### config.mk
export PLATFORM = sky130hd
export DESIGN_NAME = filename_escape_encoder_core
export DESIGN_NICKNAME = d
export VERILOG_FILES = /design/src/rtl/fee_pkg.sv /design/src/rtl/fee_fifo.sv /design/src/rtl/fee_front.sv /design/src/rtl/fee_back.sv /design/src/rtl/filename_escape_encoder_core.sv
export SDC_FILE = /design/constraint.sdc
export NUM_CORES = 1
export LEC_CHECK = 0
export ABC_CLOCK_PERIOD_IN_PS = 13100
export BUFFER_PORTS_ARGS = -buffer_cell sky130_fd_sc_hd__buf_4
export CAP_MARGIN = 5
export CORE_MARGIN = 8
export CORE_UTILIZATION = 45
export CTS_CLUSTER_SIZE = 20
export DETAILED_ROUTE_END_ITERATION = 6
export SLEW_MARGIN = 25
export SYNTH_ARGS = -nofsm -noshare
export SYNTH_HDL_FRONTEND = slang
export SYNTH_SLANG_ARGS = --single-unit
### constraint.sdc
create_clock -name i_clk -period 13.1 [get_ports i_clk]
set_input_delay 1.31 -clock i_clk [delete_from_list [all_inputs] [get_ports i_clk]]
set_output_delay 1.31 -clock i_clk [all_outputs]
set_load 0.01 [all_outputs]
### src/rtl/fee_pkg.sv
// Package for the filename escape encoder: shared types, character codes
// and small byte classification functions. No dependencies.
`default_nettype none

package fee_pkg;

    // Buffer size ceiling; larger buffer_length values saturate to this.
    localparam int          MAX_BUFFER  = 1024;
    localparam logic [10:0] MAX_BUF_LEN = 11'(MAX_BUFFER);

    // Operation queue between front and back.
    localparam int FIFO_DEPTH = 4;
    localparam int FIFO_AW    = $clog2(FIFO_DEPTH);

    // Character codes
    localparam logic [7:0] CH_NUL       = 8'h00;
    localparam logic [7:0] CH_BANG      = 8'h21;
    localparam logic [7:0] CH_SPACE     = 8'h20;
    localparam logic [7:0] CH_ESC_LIMIT = 8'h27;
    localparam logic [7:0] CH_COMMA     = 8'h2C;
    localparam logic [7:0] CH_DOT       = 8'h2E;
    localparam logic [7:0] CH_SLASH     = 8'h2F;
    localparam logic [7:0] CH_ZERO      = 8'h30;
    localparam logic [7:0] CH_NINE      = 8'h39;
    localparam logic [7:0] CH_COLON     = 8'h3A;
    localparam logic [7:0] CH_QUERY     = 8'h3F;
    localparam logic [7:0] CH_AT        = 8'h40;
    localparam logic [7:0] CH_UA        = 8'h41;
    localparam logic [7:0] CH_UF        = 8'h46;
    localparam logic [7:0] CH_BSLASH    = 8'h5C;
    localparam logic [7:0] CH_LA        = 8'h61;
    localparam logic [7:0] CH_LF        = 8'h66;
    localparam logic [7:0] CH_DEL       = 8'h7F;
    localparam logic [7:0] CH_NBSP      = 8'hA0;
    localparam logic [7:0] HI_MASK      = 8'hF0;
    localparam logic [7:0] LO_MASK      = 8'h0F;

    // Register indexes on the configuration port
    typedef enum logic [1:0] {
        CFG_SUFFIX_EN     = 2'd0,
        CFG_DEFAULT_FTYPE = 2'd1,
        CFG_BUF_LEN       = 2'd2
    } t_cfg_idx;

    // type_source codes
    localparam logic [1:0] SRC_SUFFIX  = 2'd0;
    localparam logic [1:0] SRC_DEFAULT = 2'd1;
    localparam logic [1:0] SRC_LOOKUP  = 2'd2;

    typedef struct packed {
        logic        suffix_en;
        logic [11:0] default_ftype;
        logic [10:0] buf_len;
    } t_cfg;

    typedef enum logic [1:0] {
        OP_BYTE       = 2'd0,   // translate one source byte
        OP_BYTE_END   = 2'd1,   // translate one byte, then close the name
        OP_SUFFIX_END = 2'd2    // close the name with a type from the suffix
    } t_opkind;

    typedef struct packed {
        t_opkind     kind;
        logic [7:0]  data;
        logic [11:0] ftype;
    } t_op;

    typedef enum logic [0:0] {
        F_TAKE  = 1'b0,
        F_FLUSH = 1'b1
    } t_fstate;

    typedef enum logic [1:0] {
        B_FIRST = 2'd0,
        B_HI    = 2'd1,
        B_LO    = 2'd2,
        B_END   = 2'd3
    } t_bstep;

    function automatic logic is_hex(input logic [7:0] c);
        return (c >= CH_ZERO && c <= CH_NINE) || (c >= CH_LA && c <= CH_LF) ||
               (c >= CH_UA && c <= CH_UF);
    endfunction

    function automatic logic [3:0] hex_val(input logic [7:0] c);
        logic [7:0] v;
        v = 8'h00;
        if (c >= CH_ZERO && c <= CH_NINE) begin
            v = c - CH_ZERO;
        end else if (c >= CH_LA && c <= CH_LF) begin
            v = c - CH_LA + 8'd10;
        end else if (c >= CH_UA && c <= CH_UF) begin
            v = c - CH_UA + 8'd10;
        end
        return v[3:0];
    endfunction

    function automatic logic [7:0] nibble_char(input logic [3:0] v);
        return (v < 4'd10) ? CH_ZERO + {4'h0, v} : CH_UA + {4'h0, v} - 8'd10;
    endfunction

    // True where a byte goes out as '?' plus two hex digits
    function automatic logic needs_escape(input logic [7:0] c);
        return (c != CH_SPACE) && (c != CH_BANG) &&
               ((c < CH_ESC_LIMIT) || (c == CH_SLASH) || (c == CH_COLON) ||
                (c == CH_QUERY) || (c == CH_AT) || (c == CH_BSLASH) ||
                (c == CH_DEL) || (c == CH_NBSP));
    endfunction

    // Single byte substitution for bytes that are not escaped
    function automatic logic [7:0] plain_xlate(input logic [7:0] c);
        logic [7:0] r;
        r = c;
        if (c == CH_DOT) begin
            r = CH_SLASH;
        end else if (c == CH_SPACE) begin
            r = CH_NBSP;
        end
        return r;
    endfunction

endpackage

`default_nettype wire

### src/rtl/fee_fifo.sv
// Operation queue between front and back of the filename escape encoder.
// Depends on fee_pkg (t_op, FIFO_DEPTH).
`default_nettype none

module fee_fifo (
    input  wire logic         i_clk,
    input  wire logic         i_rst_n,
    input  wire logic         i_push,
    input  wire fee_pkg::t_op i_din,
    output logic              o_full,
    input  wire logic         i_pop,
    output fee_pkg::t_op      o_dout,
    output logic              o_nempty
);
    import fee_pkg::*;

    t_op                r_mem [FIFO_DEPTH];
    logic [FIFO_AW-1:0] r_wptr, n_wptr;
    logic [FIFO_AW-1:0] r_rptr, n_rptr;
    logic [FIFO_AW:0]   r_cnt,  n_cnt;
    logic               w_push, w_pop;

    assign o_full   = (r_cnt == (FIFO_AW+1)'(FIFO_DEPTH));
    assign o_nempty = (r_cnt != '0);
    assign o_dout   = r_mem[r_rptr];
    assign w_push   = i_push && !o_full;
    assign w_pop    = i_pop && o_nempty;

    always_comb begin
        n_wptr = w_push ? r_wptr + 1'b1 : r_wptr;
        n_rptr = w_pop  ? r_rptr + 1'b1 : r_rptr;
        n_cnt  = r_cnt;
        if (w_push && !w_pop) begin
            n_cnt = r_cnt + 1'b1;
        end else if (!w_push && w_pop) begin
            n_cnt = r_cnt - 1'b1;
        end
    end

    always_ff @(posedge i_clk) begin
        if (!i_rst_n) begin
            r_wptr <= '0;
            r_rptr <= '0;
            r_cnt  <= '0;
        end else begin
            r_wptr <= n_wptr;
            r_rptr <= n_rptr;
            r_cnt  <= n_cnt;
        end
    end

    always_ff @(posedge i_clk) begin
        if (w_push) begin
            r_mem[r_wptr] <= i_din;
        end
    end

endmodule

`default_nettype wire

### src/rtl/fee_front.sv
// Front end of the filename escape encoder: takes source bytes, holds a
// possible ",xyz" suffix and turns bytes into queue operations. Uses fee_pkg.
`default_nettype none

module fee_front (
    input  wire logic    i_clk,
    input  wire logic    i_rst_n,
    input  wire logic    i_valid,
    output logic         o_ready,
    input  wire logic [7:0] i_name_byte,
    input  wire logic    i_last_byte,
    input  wire logic    i_suffix_en,
    output logic         o_push,
    output fee_pkg::t_op o_op,
    input  wire logic    i_full
);
    import fee_pkg::*;

    t_fstate    r_state, n_state;
    logic [7:0] r_held [3];
    logic [7:0] n_held [3];
    logic [1:0] r_hcnt, n_hcnt;
    logic [1:0] r_fidx, n_fidx;
    logic [7:0] r_cur, n_cur;
    logic       r_cur_last, n_cur_last;
    logic       w_hex;

    assign w_hex = is_hex(i_name_byte);

    always_comb begin
        n_state    = r_state;
        n_held     = r_held;
        n_hcnt     = r_hcnt;
        n_fidx     = r_fidx;
        n_cur      = r_cur;
        n_cur_last = r_cur_last;
        o_ready    = 1'b0;
        o_push     = 1'b0;
        o_op       = '{kind: OP_BYTE, data: CH_NUL, ftype: 12'h000};
        unique case (r_state)
            F_TAKE: begin
                o_ready = !i_full;
                if (i_valid && !i_full) begin
                    priority if (r_hcnt != 2'd0 && r_hcnt != 2'd3 && i_suffix_en &&
                                 w_hex && !i_last_byte) begin
                        n_held[r_hcnt] = i_name_byte;
                        n_hcnt         = r_hcnt + 2'd1;
                    end else if (r_hcnt == 2'd3 && i_suffix_en && w_hex &&
                                 i_last_byte) begin
                        o_push = 1'b1;
                        o_op   = '{kind: OP_SUFFIX_END, data: CH_NUL,
                                   ftype: {hex_val(r_held[1]), hex_val(r_held[2]),
                                           hex_val(i_name_byte)}};
                        n_hcnt = 2'd0;
                    end else if (r_hcnt == 2'd0) begin
                        if (i_suffix_en && i_name_byte == CH_COMMA && !i_last_byte) begin
                            n_held[0] = i_name_byte;
                            n_hcnt    = 2'd1;
                        end else begin
                            o_push = 1'b1;
                            o_op   = '{kind: i_last_byte ? OP_BYTE_END : OP_BYTE,
                                       data: i_name_byte, ftype: 12'h000};
                        end
                    end else begin
                        // held bytes go out as text first
                        n_state    = F_FLUSH;
                        n_fidx     = 2'd0;
                        n_cur      = i_name_byte;
                        n_cur_last = i_last_byte;
                    end
                end
            end
            F_FLUSH: begin
                if (r_fidx != r_hcnt) begin
                    o_push = !i_full;
                    o_op   = '{kind: OP_BYTE, data: r_held[r_fidx], ftype: 12'h000};
                    if (!i_full) begin
                        n_fidx = r_fidx + 2'd1;
                    end
                end else if (i_suffix_en && r_cur == CH_COMMA && !r_cur_last) begin
                    n_held[0] = r_cur;
                    n_hcnt    = 2'd1;
                    n_state   = F_TAKE;
                end else begin
                    o_push = !i_full;
                    o_op   = '{kind: r_cur_last ? OP_BYTE_END : OP_BYTE,
                               data: r_cur, ftype: 12'h000};
                    if (!i_full) begin
                        n_hcnt  = 2'd0;
                        n_state = F_TAKE;
                    end
                end
            end
            default: begin
                n_state = F_TAKE;
            end
        endcase
    end

    always_ff @(posedge i_clk) begin
        if (!i_rst_n) begin
            r_state <= F_TAKE;
            r_hcnt  <= 2'd0;
            r_fidx  <= 2'd0;
        end else begin
            r_state <= n_state;
            r_hcnt  <= n_hcnt;
            r_fidx  <= n_fidx;
        end
    end

    always_ff @(posedge i_clk) begin
        r_held     <= n_held;
        r_cur      <= n_cur;
        r_cur_last <= n_cur_last;
    end

endmodule

`default_nettype wire

### src/rtl/fee_back.sv
// Back end of the filename escape encoder: runs queued operations, checks
// buffer room, emits translated bytes and the closing NUL. Uses fee_pkg.
`default_nettype none

module fee_back (
    input  wire logic    i_clk,
    input  wire logic    i_rst_n,
    input  wire logic    i_head_valid,
    input  wire fee_pkg::t_op i_head,
    output logic         o_pop,
    input  wire fee_pkg::t_cfg i_cfg,
    output logic         o_valid,
    input  wire logic    i_ready,
    output logic [7:0]   o_out_byte,
    output logic         o_out_last,
    output logic [10:0]  o_out_length,
    output logic [11:0]  o_file_type,
    output logic [1:0]   o_type_source,
    output logic         o_overflow
);
    import fee_pkg::*;

    t_bstep      r_step, n_step;
    logic [10:0] r_written, n_written;
    logic        r_dot, n_dot;
    logic        r_ovf, n_ovf;
    logic        r_sfx, n_sfx;
    logic [11:0] r_ftype, n_ftype;

    logic        r_ovalid;
    logic [7:0]  r_obyte;
    logic        r_olast;
    logic [10:0] r_olen;
    logic [11:0] r_oftype;
    logic [1:0]  r_osrc;
    logic        r_oovf;

    logic        w_slot, w_room, w_esc, w_end;
    logic [10:0] w_buflen;
    logic        e_emit, e_last, e_ovf;
    logic [7:0]  e_byte;
    logic [10:0] e_len;
    logic [11:0] e_ftype;
    logic [1:0]  e_src;

    assign w_slot   = !r_ovalid || i_ready;
    assign w_buflen = (i_cfg.buf_len > MAX_BUF_LEN) ? MAX_BUF_LEN : i_cfg.buf_len;
    assign w_room   = ({1'b0, r_written} + 12'd3) < {1'b0, w_buflen};
    assign w_esc    = needs_escape(i_head.data);
    assign w_end    = (i_head.kind == OP_BYTE_END);

    always_comb begin
        n_step    = r_step;
        n_written = r_written;
        n_dot     = r_dot;
        n_ovf     = r_ovf;
        n_sfx     = r_sfx;
        n_ftype   = r_ftype;
        o_pop     = 1'b0;
        e_emit    = 1'b0;
        e_byte    = CH_NUL;
        e_last    = 1'b0;
        e_len     = 11'd0;
        e_ftype   = 12'h000;
        e_src     = SRC_SUFFIX;
        e_ovf     = 1'b0;
        unique case (r_step)
            B_FIRST: begin
                if (i_head_valid) begin
                    if (i_head.kind == OP_SUFFIX_END) begin
                        if (!r_ovf && w_room) begin
                            n_sfx   = 1'b1;
                            n_ftype = i_head.ftype;
                        end else begin
                            n_ovf = 1'b1;
                        end
                        n_step = B_END;
                    end else if (r_ovf || !w_room) begin
                        // byte dropped, name has overflowed
                        n_ovf = 1'b1;
                        if (w_end) begin
                            n_step = B_END;
                        end else begin
                            o_pop = 1'b1;
                        end
                    end else if (w_slot) begin
                        e_emit    = 1'b1;
                        e_byte    = w_esc ? CH_QUERY : plain_xlate(i_head.data);
                        n_written = r_written + (w_esc ? 11'd3 : 11'd1);
                        n_dot     = r_dot || (i_head.data == CH_DOT);
                        if (w_esc) begin
                            n_step = B_HI;
                        end else if (w_end) begin
                            n_step = B_END;
                        end else begin
                            o_pop = 1'b1;
                        end
                    end
                end
            end
            B_HI: begin
                if (w_slot) begin
                    e_emit = 1'b1;
                    e_byte = nibble_char(4'((i_head.data & HI_MASK) >> 4));
                    n_step = B_LO;
                end
            end
            B_LO: begin
                if (w_slot) begin
                    e_emit = 1'b1;
                    e_byte = nibble_char(4'(i_head.data & LO_MASK));
                    if (w_end) begin
                        n_step = B_END;
                    end else begin
                        o_pop  = 1'b1;
                        n_step = B_FIRST;
                    end
                end
            end
            B_END: begin
                if (w_slot) begin
                    e_emit = 1'b1;
                    e_last = 1'b1;
                    if (r_ovf) begin
                        e_ovf = 1'b1;
                    end else begin
                        e_len = r_written + 11'd1;
                        if (r_sfx) begin
                            e_ftype = r_ftype;
                            e_src   = SRC_SUFFIX;
                        end else if (i_cfg.suffix_en && r_dot) begin
                            e_ftype = i_cfg.default_ftype;
                            e_src   = SRC_LOOKUP;
                        end else begin
                            e_ftype = i_cfg.default_ftype;
                            e_src   = SRC_DEFAULT;
                        end
                    end
                    o_pop     = 1'b1;
                    n_step    = B_FIRST;
                    n_written = 11'd0;
                    n_dot     = 1'b0;
                    n_ovf     = 1'b0;
                    n_sfx     = 1'b0;
                end
            end
            default: begin
                n_step = B_FIRST;
            end
        endcase
    end

    always_ff @(posedge i_clk) begin
        if (!i_rst_n) begin
            r_step    <= B_FIRST;
            r_written <= 11'd0;
            r_dot     <= 1'b0;
            r_ovf     <= 1'b0;
            r_sfx     <= 1'b0;
            r_ovalid  <= 1'b0;
        end else begin
            r_step    <= n_step;
            r_written <= n_written;
            r_dot     <= n_dot;
            r_ovf     <= n_ovf;
            r_sfx     <= n_sfx;
            if (w_slot) begin
                r_ovalid <= e_emit;
            end
        end
    end

    always_ff @(posedge i_clk) begin
        r_ftype <= n_ftype;
        if (e_emit) begin
            r_obyte  <= e_byte;
            r_olast  <= e_last;
            r_olen   <= e_len;
            r_oftype <= e_ftype;
            r_osrc   <= e_src;
            r_oovf   <= e_ovf;
        end
    end

    assign o_valid       = r_ovalid;
    assign o_out_byte    = r_obyte;
    assign o_out_last    = r_olast;
    assign o_out_length  = r_olen;
    assign o_file_type   = r_oftype;
    assign o_type_source = r_osrc;
    assign o_overflow    = r_oovf;

endmodule

`default_nettype wire

### src/rtl/filename_escape_encoder_core.sv
// Filename escape encoder, top level: configuration registers, front end,
// operation queue and back end. Depends on fee_pkg, fee_front, fee_fifo, fee_back.
//
// Use: source filename bytes enter on the i_valid/o_ready channel, one byte
// per beat, i_last_byte set on the final byte. Translated bytes leave on the
// o_valid/i_ready channel, one byte per beat; the final beat of a name is a
// NUL with o_out_last set and carries length, file type, type source and the
// overflow flag. Configuration is written on i_cfg_valid/o_cfg_ready (index
// 0 suffix enable, 1 default type, 2 buffer length) while the block is idle.
// Throughput: the back end emits one beat per cycle while the receiver is
// ready; a plain byte takes one beat, an escaped byte three and the closing
// NUL one more. The front takes one byte per cycle while the queue has room;
// when held suffix bytes turn out to be plain text it stops taking input
// while it queues the held bytes, then the byte that broke the suffix. The
// back end's single output register sets the sustained rate.
// Reset (synchronous, active low) restores the register defaults and clears
// all per-name state; the queue comes up empty. When the receiver stalls the
// output register holds, the four-entry queue fills, then o_ready drops.
`default_nettype none

module filename_escape_encoder_core (
    input  wire logic        i_clk,
    input  wire logic        i_rst_n,
    input  wire logic        i_valid,
    output logic             o_ready,
    input  wire logic [7:0]  i_name_byte,
    input  wire logic        i_last_byte,
    output logic             o_valid,
    input  wire logic        i_ready,
    output logic [7:0]       o_out_byte,
    output logic             o_out_last,
    output logic [10:0]      o_out_length,
    output logic [11:0]      o_file_type,
    output logic [1:0]       o_type_source,
    output logic             o_overflow,
    input  wire logic        i_cfg_valid,
    output logic             o_cfg_ready,
    input  wire logic [1:0]  i_cfg_index,
    input  wire logic [11:0] i_cfg_data
);
    import fee_pkg::*;

    t_cfg r_cfg, n_cfg;
    logic w_push, w_full, w_pop, w_nempty;
    t_op  w_op, w_head;

    // Config writes are always taken; unknown index is ignored.
    assign o_cfg_ready = 1'b1;

    always_comb begin
        n_cfg = r_cfg;
        if (i_cfg_valid) begin
            unique case (i_cfg_index)
                CFG_SUFFIX_EN:     n_cfg.suffix_en     = i_cfg_data[0];
                CFG_DEFAULT_FTYPE: n_cfg.default_ftype = i_cfg_data;
                CFG_BUF_LEN:       n_cfg.buf_len       = i_cfg_data[10:0];
                default:           n_cfg = r_cfg;
            endcase
        end
    end

    always_ff @(posedge i_clk) begin
        if (!i_rst_n) begin
            r_cfg <= '{suffix_en: 1'b1, default_ftype: 12'hFFF, buf_len: MAX_BUF_LEN};
        end else begin
            r_cfg <= n_cfg;
        end
    end

    // Front: suffix hold and byte classification
    fee_front u_front (
        .i_clk       (i_clk),
        .i_rst_n     (i_rst_n),
        .i_valid     (i_valid),
        .o_ready     (o_ready),
        .i_name_byte (i_name_byte),
        .i_last_byte (i_last_byte),
        .i_suffix_en (r_cfg.suffix_en),
        .o_push      (w_push),
        .o_op        (w_op),
        .i_full      (w_full)
    );

    // Queue decouples the two halves
    fee_fifo u_fifo (
        .i_clk    (i_clk),
        .i_rst_n  (i_rst_n),
        .i_push   (w_push),
        .i_din    (w_op),
        .o_full   (w_full),
        .i_pop    (w_pop),
        .o_dout   (w_head),
        .o_nempty (w_nempty)
    );

    // Back: room check, escaping, NUL and metadata
    fee_back u_back (
        .i_clk         (i_clk),
        .i_rst_n       (i_rst_n),
        .i_head_valid  (w_nempty),
        .i_head        (w_head),
        .o_pop         (w_pop),
        .i_cfg         (r_cfg),
        .o_valid       (o_valid),
        .i_ready       (i_ready),
        .o_out_byte    (o_out_byte),
        .o_out_last    (o_out_last),
        .o_out_length  (o_out_length),
        .o_file_type   (o_file_type),
        .o_type_source (o_type_source),
        .o_overflow    (o_overflow)
    );

endmodule

`default_nettype wire

==> results.ini <==
[power]
power.density_nw_per_um2=192
peakVddDrop_v=0.000140
leakagePower_nw=4.58

[grt]
first_global_vias=7212
number_of_antenna_violations_at_the_first_check_in_global_routing=0
grt_first_pass_wirelength_um=39200
globalRouteTotalUtil_pct=16.0
maximum_number_of_pins_on_one_net_before_global_route_repair=36
gr-total-overflow=0

[layout]
number_of_diodes_added_for_antenna_fixing=0
leading_cell_type_in_the_layout_fill_and_taps_excluded=sky130_fd_sc_hd__edfxtp_1
mostFrequentLayoutCells=sky130_fd_sc_hd__edfxtp_1 (168), sky130_fd_sc_hd__nand2_1 (101), sky130_fd_sc_hd__nor2_1 (86)
layout.cell_area.non_filler_sq_um=12600
fraction_of_layout_instances_using_a_drive_strength_above_1_pct=17.1
fin_nets=1065
area_added_between_synthesis_and_finish_pct=14.0

[detailed_routing]
route.antenna.remaining_nets=0
avgViaCountPerCell=5.47
via_count_of_the_routed_design=7265
postRouteWirelength_um=24400
detail_route.drc_violations=0
drt_pass1_iterations=5
post_drt_wl_per_cell_um=18.4
drt_first_iter_violations=432

[critical_path]
critPathArrivalTime_ns=5.25
timing.critical_path.from_type=register
end_kind=register
reg2reg_setup_slack_ns=8.31
worst_ep_required_time_ns=13.56
critical_path.max_fanout=12
crit_type=register to register

[synth]
synth_top_flop_cell=sky130_fd_sc_hd__edfxtp_1
synth-warning-count=0
synthesis.area_per_instance_sq_um=11.9
synth.yosys.seq_area_share_pct=55.7
synth_adder_area_share_pct=6.03
ys_async_sr_fraction_pct=0
synthSimpleGateAreaFrac_pct=14.5
post_synth_num_cell_types=83
synth_xor_area_share_pct=2.94
synth-compound-area-share_pct=10.1
synth.area.mux_share_pct=7.43
synth_top_family_by_area=simple AND/OR/NAND/NOR gates
mapped_cells=931
synth_nets=1011
post_synthesis_sequential_element_count=223
synth-edff-count=168
synth.cell_area_sq_um=11000

[sta]
worst-slew-pin-transition_ns=0.969
final.min_clock_period_ns=4.79
achievable-frequency_mhz=209
period_utilisation_layout_pct=36.5
report.final.hold_viol_count=0
worst_clock_skew_ns=0.0130
maxSlewHeadroom_pct=35.3
setup_total_negative_slack_ns=0
finalSetupViolations=0
final_max_slew_viol_count=0
grt_setup_unrepaired=false

[placement]
port-buffer-count=64
dpl-instance-area_sq_um=11800
post-dp-hpwl_um=17400
gpl.final_weighted_congestion=0.846

[flow_run]
max_cap_violations=0

[run_status]
outcome=completed

[clock_network]
postCtsSetupRepairBufs=0
post_cts_resize_count=0
clk_pin_slew_ns=0.06
ctsHoldBuffers=0
clock-root-buffer=sky130_fd_sc_hd__clkbuf_16
htree_levels=1
cts_buffer_depth=3
worst_skew_pair.late_latency_ns=0.53
clock_sink_count=223
cts_tree=built
numCtsBuffers=25

[hold_path]
worstHoldPathType=register to register

[die]
area_of_the_die_sq_um=29800
die_w_um=173
floorplan.io_pins=66
die_height_um=173
floorplan.initialDensity_pct=45.7
rows=57
core_area_sq_um=24200

sequential cells by signal, indices dropped and copies added, names as in the netlist, 2 cells and up, named ones only:
| name | count |
|---|---|
| r_cfg | 24 |
| u_back.o_file_type | 12 |
| u_back.o_out_byte | 8 |
| u_back.o_out_length | 11 |
| u_back.o_type_source | 2 |
| u_back.r_ftype | 12 |
| u_back.r_step | 2 |
| u_back.r_written | 11 |
| u_fifo.r_cnt | 3 |
| u_fifo.r_mem | 88 |
| u_fifo.r_rptr | 2 |
| u_fifo.r_wptr | 2 |
| u_front.r_cur | 8 |
| u_front.r_fidx | 2 |
| u_front.r_hcnt | 2 |
| u_front.r_held | 24 |
worst max-delay path: stages, from the launching register on:
cell and delay, ns:
sky130_fd_sc_hd__dfxtp_1 0.63, sky130_fd_sc_hd__inv_1 0.16, sky130_fd_sc_hd__ha_1 0.29, sky130_fd_sc_hd__nor3_1 0.24, sky130_fd_sc_hd__xor2_1 0.10, sky130_fd_sc_hd__ha_1 0.21, sky130_fd_sc_hd__a21o_1 0.17, sky130_fd_sc_hd__a211o_1 0.30
sky130_fd_sc_hd__a211oi_2 0.41, sky130_fd_sc_hd__nand2_1 0.24, sky130_fd_sc_hd__a41oi_1 0.46, sky130_fd_sc_hd__nand2_1 0.09, sky130_fd_sc_hd__nand2_1 0.10, sky130_fd_sc_hd__ha_1 0.19, sky130_fd_sc_hd__inv_1 0.07, sky130_fd_sc_hd__fa_1 0.44
sky130_fd_sc_hd__xor2_1 0.18, sky130_fd_sc_hd__or3_1 0.31, sky130_fd_sc_hd__a21oi_1 0.14
final cells by class:
class,count,area (sq um)
clock buffers,35,683
clock inverters,11,95.1
fillers,2101,11600
inverters,35,131
multi-input cells,625,4560
flip-flops and latches,223,6150
well taps,324,405
repair buffers,75,563
report_power, final:
part,internal (mW),leakage [nW],switching (mW)
clock network,0.385,0.376,0.272
registers,0.921,2.01,0.0635
logic,0.316,2.19,0.457
total,1.62,4.58,0.792
synthesized netlist by cell type (9+ instances only):
cell | instances | area (sq um)
sky130_fd_sc_hd__a21oi_1 | 44 | 220
sky130_fd_sc_hd__a22o_1 | 13 | 114
sky130_fd_sc_hd__a31oi_1 | 12 | 75.1
sky130_fd_sc_hd__clkbuf_1 | 34 | 128
sky130_fd_sc_hd__dfxtp_1 | 55 | 1100
sky130_fd_sc_hd__edfxtp_1 | 168 | 5040
sky130_fd_sc_hd__ha_1 | 50 | 626
sky130_fd_sc_hd__inv_1 | 35 | 131
sky130_fd_sc_hd__mux2i_1 | 26 | 260
sky130_fd_sc_hd__mux4_2 | 20 | 450
sky130_fd_sc_hd__nand2_1 | 101 | 379
sky130_fd_sc_hd__nand2b_1 | 9 | 56.3
sky130_fd_sc_hd__nand3_1 | 31 | 155
sky130_fd_sc_hd__nor2_1 | 87 | 327
sky130_fd_sc_hd__nor2b_1 | 13 | 81.3
sky130_fd_sc_hd__nor3_1 | 14 | 70.1
sky130_fd_sc_hd__o21ai_0 | 30 | 150
sky130_fd_sc_hd__xnor2_1 | 24 | 210
sky130_fd_sc_hd__xor2_1 | 13 | 114
path summary, 6_finish.rpt:
kind / from / end / cells past startpoint
hold reg to reg: r_cfg[0] / r_cfg[0] / 2
hold / removal: r_cfg[0] / r_cfg[0] / 2
setup reg to reg: u_back.r_written[0] / u_fifo.r_cnt[2] / 18
setup / recovery: u_back.r_written[0] / u_fifo.r_cnt[2] / 18
layer usage:
layer | vias up | wire, um | GRT usage, %
li1 | 3525 | - | -
met1 | 3532 | 11000 | 20.6
met2 | 168 | 11700 | 27.4
met3 | 40 | 1060 | 2.66
met4 | 0 | 551 | 4.75
met5 | - | 0 | 0
metrics by stage:
step,setup slack (ns),std cells,hold slack (ns),utilization [%],power (mW)
3_5_place_dp,8.33,1282,0.449,48.8,1.78
2_1_floorplan,8.53,931,0.431,-,1.53
3_3_place_gp,8.46,1282,0.449,48.8,1.78
5_1_grt,7.95,1328,0.478,52.0,2.54
6_report,8.31,1328,0.454,52.0,2.41
4_1_cts,8.30,1328,0.457,52.0,2.44
kinds of logic (layout without fill, tap and decap cells):
| group | after synthesis | count (layout) |
|---|---|---|
| simple gates | 321 | 321 |
| flops | 223 | 223 |
| compound gates | 161 | 161 |
| buf+inv | 83 | 156 |
| mux | 53 | 53 |
| fa+ha+maj | 52 | 52 |
| xor+xnor | 37 | 37 |
| other cells | 1 | 1 |
(Power assumes the default switching activity.)
